--- config.mk ---
export PLATFORM = sky130hd
export DESIGN_NAME = dec_synd
export DESIGN_NICKNAME = d
export VERILOG_FILES = /design/src/rtl/dec_pkg.sv /design/src/rtl/dec_synd.sv
export SDC_FILE = /design/constraint.sdc
export NUM_CORES = 2
export LEC_CHECK = 0
export ABC_AREA = 1
export ABC_CLOCK_PERIOD_IN_PS = 3200
export BUFFER_PORTS_ARGS = -buffer_cell sky130_fd_sc_hd__buf_2
export CAP_MARGIN = 20
export CORE_ASPECT_RATIO = 1.1
export CORE_MARGIN = 8
export CORE_UTILIZATION = 55
export CTS_CLUSTER_DIAMETER = 30
export DETAILED_ROUTE_END_ITERATION = 16
export GPL_TIMING_DRIVEN = 1
export PLACE_DENSITY = 0.81
export SYNTH_ARGS = -nofsm -noshare
export SYNTH_HDL_FRONTEND = slang
export SYNTH_SLANG_ARGS = --single-unit
export TNS_END_PERCENT = 50
--- constraint.sdc ---
create_clock -name clk -period 3.2 [get_ports clk]
set_input_delay 0 -clock clk [delete_from_list [all_inputs] [get_ports clk]]
set_output_delay 0 -clock clk [all_outputs]
set_load 0.05 [all_outputs]
--- src/rtl/dec_pkg.sv ---
`timescale 1ns / 1ps
`default_nettype none

package dec_pkg;

  // Fixed port widths
  localparam int DATA_W  = 64;
  localparam int CHK_W   = 14;
  localparam int IDX_W   = 7;
  localparam int ENTRY_W = 16;

  // Default code geometry
  localparam int CODE_BITS_DEF  = 78;
  localparam int CHECK_BITS_DEF = 14;

  // Syndrome map entry codes
  localparam logic [ENTRY_W-1:0] ENTRY_INVALID = 16'hFFFF;
  localparam logic [7:0]         SINGLE_TAG    = 8'hFF;

  typedef enum logic [1:0] {
    OP_LOAD   = 2'd0,
    OP_ENCODE = 2'd1,
    OP_DECODE = 2'd2,
    OP_NONE   = 2'd3
  } op_t;

  typedef enum logic [1:0] {
    SEG_CLEAN  = 2'd0,
    SEG_ONE    = 2'd1,
    SEG_TWO    = 2'd2,
    SEG_UNCORR = 2'd3
  } seg_status_t;

  typedef enum logic [1:0] {
    BLK_CLEAN     = 2'd0,
    BLK_CORRECTED = 2'd1,
    BLK_UNCORR    = 2'd2,
    BLK_UNUSED    = 2'd3
  } blk_status_t;

endpackage

`default_nettype wire

--- src/rtl/dec_synd.sv ---
`timescale 1ns / 1ps
`default_nettype none

module dec_synd
  import dec_pkg::*;
#(
  parameter int CODE_BITS  = CODE_BITS_DEF,
  parameter int CHECK_BITS = CHECK_BITS_DEF,
  parameter int IW         = $clog2(CODE_BITS)
) (
  input  wire logic                  clk,
  input  wire logic                  col_we,
  input  wire logic [IW-1:0]         col_idx,
  input  wire logic [CHECK_BITS-1:0] col_val,
  input  wire logic                  start,
  input  wire logic [CODE_BITS-1:0]  word,
  output logic      [CHECK_BITS-1:0] syn
);

  localparam int GRP  = 16;
  localparam int NGRP = (CODE_BITS + GRP - 1) / GRP;

  logic [CHECK_BITS-1:0] cols [CODE_BITS];
  logic [CHECK_BITS-1:0] part [NGRP];
  logic [CHECK_BITS-1:0] part_next [NGRP];

  // Hold one column register per code position
  always_ff @(posedge clk) begin
    for (int p = 0; p < CODE_BITS; p++) begin
      if (col_we && col_idx == IW'(p)) begin
        cols[p] <= col_val;
      end
    end
  end

  // Fold each group of positions selected by the word
  always_comb begin
    for (int g = 0; g < NGRP; g++) begin
      part_next[g] = '0;
      for (int k = 0; k < GRP; k++) begin
        if (g * GRP + k < CODE_BITS) begin
          if (word[g * GRP + k]) begin
            part_next[g] = part_next[g] ^ cols[g * GRP + k];
          end
        end
      end
    end
  end

  always_ff @(posedge clk) begin
    if (start) begin
      part <= part_next;
    end
  end

  // Combine the group partials
  always_comb begin
    syn = '0;
    for (int g = 0; g < NGRP; g++) begin
      syn = syn ^ part[g];
    end
  end

endmodule

`default_nettype wire

==> key figures <==
Cells and area
  – Fill cells: between 6000 and 7000
  – Post-layout util: 0.652
  – Area grow syn2layout: 18.0%
  – Nets: between 5000 and 6000
  – Layout cells sized above 1: 0.113

GRT
  – Gr ovfl total: 0
  – Initial antenna violation count: 9
  – Total Routing Usage GR: 0.254
  – Grt met2 use: 0.432
  – Vias in the first global route: roughly 36000
  – Global routing's busiest layer: met2
  – Global-route met3 utilization: 0.0507
  – Largest net degree at the start of global routing: between 70 and 80
  – GR Util met1: 0.306
  – Global-route wire length before repair: slightly above 200 mm

Floorplanning
  – Initial Util: 0.553
  – I/O pin total: between 100 and 150
  – Total Die Area: around 110000 um2
  – # rows: 120
  – Die Span Y: between 300 and 400 um
  – Die Width: 314 um
  – Core area: between 90000 and 100000 um2

Yosys
  – Synth warn: 0
  – Seq/Total Area, Yosys: 0.650
  – Flops & latches, synth: around 1200
  – Post-synthesis cell type count: 27
  – Syn_area_per_cell: between 10 and 15 um2
  – Syn_nets: between 4000 and 5000
  – Synth Cell Area: between 50000 and 60000 um2
  – Mapped Cells: ~4700

Routing
  – Via Count: between 30000 and 40000
  – First-pass detailed-route iteration total: 7
  – ANT nets after route: 0
  – DR WL/cell: roughly 21 um
  – Residual DRC: 0
  – Drt total wl: about 140 mm
  – Iter 0 DRT Violations: between 3000 and 4000
  – Via density: between 5 and 6

Power
  – Pleak: around 25 nW
  – PwrDens: between 600 and 700 nW/um2
  – Worst VDD drop: roughly 0.00088 V

STA
  – Setup TNS: 0 ns
  – Clock skew: a little under 0.05 ns
  – Max-slew violations: 0
  – Slew HR: 0.230
  – Final setup margin: 0.576 ns
  – WHS: roughly 0.045 ns
  – Final Hold Fails: 0
  – Final min period: about 2.6 ns
  – Final setup fails: 0
  – RSZ-0062 raised after global routing: false
  – Period utilisation layout: 0.820
  – Worst Tran Pin Value: approximately 1.2 ns
  – Max Freq: between 300 and 400 MHz

Clock network
  – TritonCTS Sinks: 1162
  – Clk_lat worst skew: just over 0.8 ns
  – TritonCTS clock tree: built
  – Clk Tree Root Cell: clkbuf_16
  – CTS max path bufs: 3
  – Post-CTS setup buffers: 0
  – Inserted Clock Buffers: ~200
  – H-tree levels: 4
  – Reg clk slew, reported paths: around 0.050 ns

Critical path
  – Critical path fanouts, max: 1
  – Crit-path slowest cell: xor2_1
  – Most frequent cell on the critical path: xor2_1
  – Arr. time, crit path: 2.62 ns
  – Worst Path Required: between 3 and 4 ns
  – CP cell instances: xor2_1, xor2_1, buf_2
  – Critical Path Start Type: flop
  – Crit Path Category: reg -> out
  – FF-to-FF setup slack: 1.32 ns
  – Setup crit end kind: output pin
  – CP peak stage delay: just under 0.6 ns

Status
  – Status: completed

Flow run
  – Max cap viols: 0

Min path
  – Hold WC Path Type: in -> reg

Placement
  – Gp weighted congestion: ~0.86
  – Port bufs: roughly 120
  – Setup slack after placement: 1.17 ns
  – DP HPWL: approximately 83 mm
-- worst max-delay path: cells and delay by family, from the launching register on --
| kind | cells | cell delay (ns) |
|---|---|---|
| flip-flops | 1 | 0.42 |
| buffers and inverters | 1 | 0.36 |
| XOR/XNOR | 2 | 1.07 |
-- Yosys cell counts --
cell / count / area share
nor3_1: 4 / 0.00037
or2_2: 3 / 0.00035
edfxtp_1: 1162 / 0.65
buf_8: 2 / 0.00056
clkbuf_1: 7 / 0.00049
xnor2_1: 492 / 0.080
buf_4: 44 / 0.0061
nand4_1: 6 / 0.00070
xnor2_2: 30 / 0.0091
nand3_1: 161 / 0.015
nor2_1: 115 / 0.0080
nand2_1: 1912 / 0.13
nand2b_1: 14 / 0.0016
buf_2: 25 / 0.0023
xor3_1: 1 / 0.00044
inv_1: 310 / 0.022
xor2_1: 328 / 0.053
clkbuf_2: 2 / 0.00019
clkinv_1: 1 / 0.000070
buf_6: 16 / 0.0034
a21o_1: 4 / 0.00056
nand3_2: 2 / 0.00037
nand2_2: 9 / 0.0010
nor4_1: 1 / 0.00012
xnor3_1: 1 / 0.00042
nand3b_1: 70 / 0.0098
xor2_2: 1 / 0.00030
-- cell type report --
class | instances | area (um2) | share of cell area
Sequential cell | 1162 | 34900 | 0.551
Clock inverter | 157 | 1870 | 0.0295
Multi-Input combinational cell | 3154 | 17000 | 0.268
Inverter | 311 | 1170 | 0.0184
Antenna cell | 3 | 7.51 | 0.000118
Clock buffer | 221 | 5170 | 0.0815
Timing Repair Buffer | 248 | 1700 | 0.0269
Tap cell | 1281 | 1600 | 0.0253
-- cell families after synthesis --
family,synth area share
buffers and inverters,0.0348
xor gates and xnor gates,0.144
DFF,0.650
AOI/OAI and AO/OA,0.000559
and+or+nand+nor,0.171
-- state kept, by name, indices dropped and copies added (netlist names) --
register  count
cols       1092
part         70
-- timing repair --
action	CTS	global route
endpoints found under the hold margin	1065	0
gates resized for setup	0	0
hold buffers	37	0
-- power breakdown --
| part | internal (mW) | switching (mW) |
|---|---|---|
| Clock | 13.9 | 7.80 |
| Combinational | 1.15 | 2.94 |
| Sequential | 17.0 | 0.103 |
| Total | 32.1 | 10.9 |
-- cells in the final DEF (no fill, tap or decap), types with 29 or more instances in the layout --
cell and instances:
buf_2 100, buf_4 111, clkbuf_16 204, clkinv_2 34
clkinvlp_4 29, dlygate4sd3_1 37, edfxtp_1 1162, inv_1 310
nand2_1 1912, nand3_1 161, nand3b_1 70, nor2_1 115
xnor2_1 492, xnor2_2 30, xor2_1 328
-- layer usage --
| metal | part of all wire | vias to the layer above | wire length, um |
|---|---|---|---|
| met1 | 0.36 | 17200 | 50200 |
| met4 | 0.052 | 6 | 7250 |
| met5 | 0.00031 | - | 43 |
| met2 | 0.49 | 1890 | 68100 |
| met3 | 0.094 | 429 | 13000 |
| li1 | - | 16200 | - |
-- metrics by stage --
stage               cells  instance area, um2  power, mW
floorplan            4723               53700       19.9
global placement     6119               56000       21.2
detailed placement   6119               56000       21.4
CTS                  6534               63400       43.0
global route         6536               63400       44.0
finish               6537               63400       42.9
-- worst paths after layout --
kind,startpoint,to,cells after the start
setup / recovery,part[69],syn[13],3
setup reg to reg,cols[3][106],part[22],11
hold reg to reg,cols[0][222],part[68],4
hold / removal,word[26],part[51],8
Note: power is estimated with default switching activity, not from simulation.
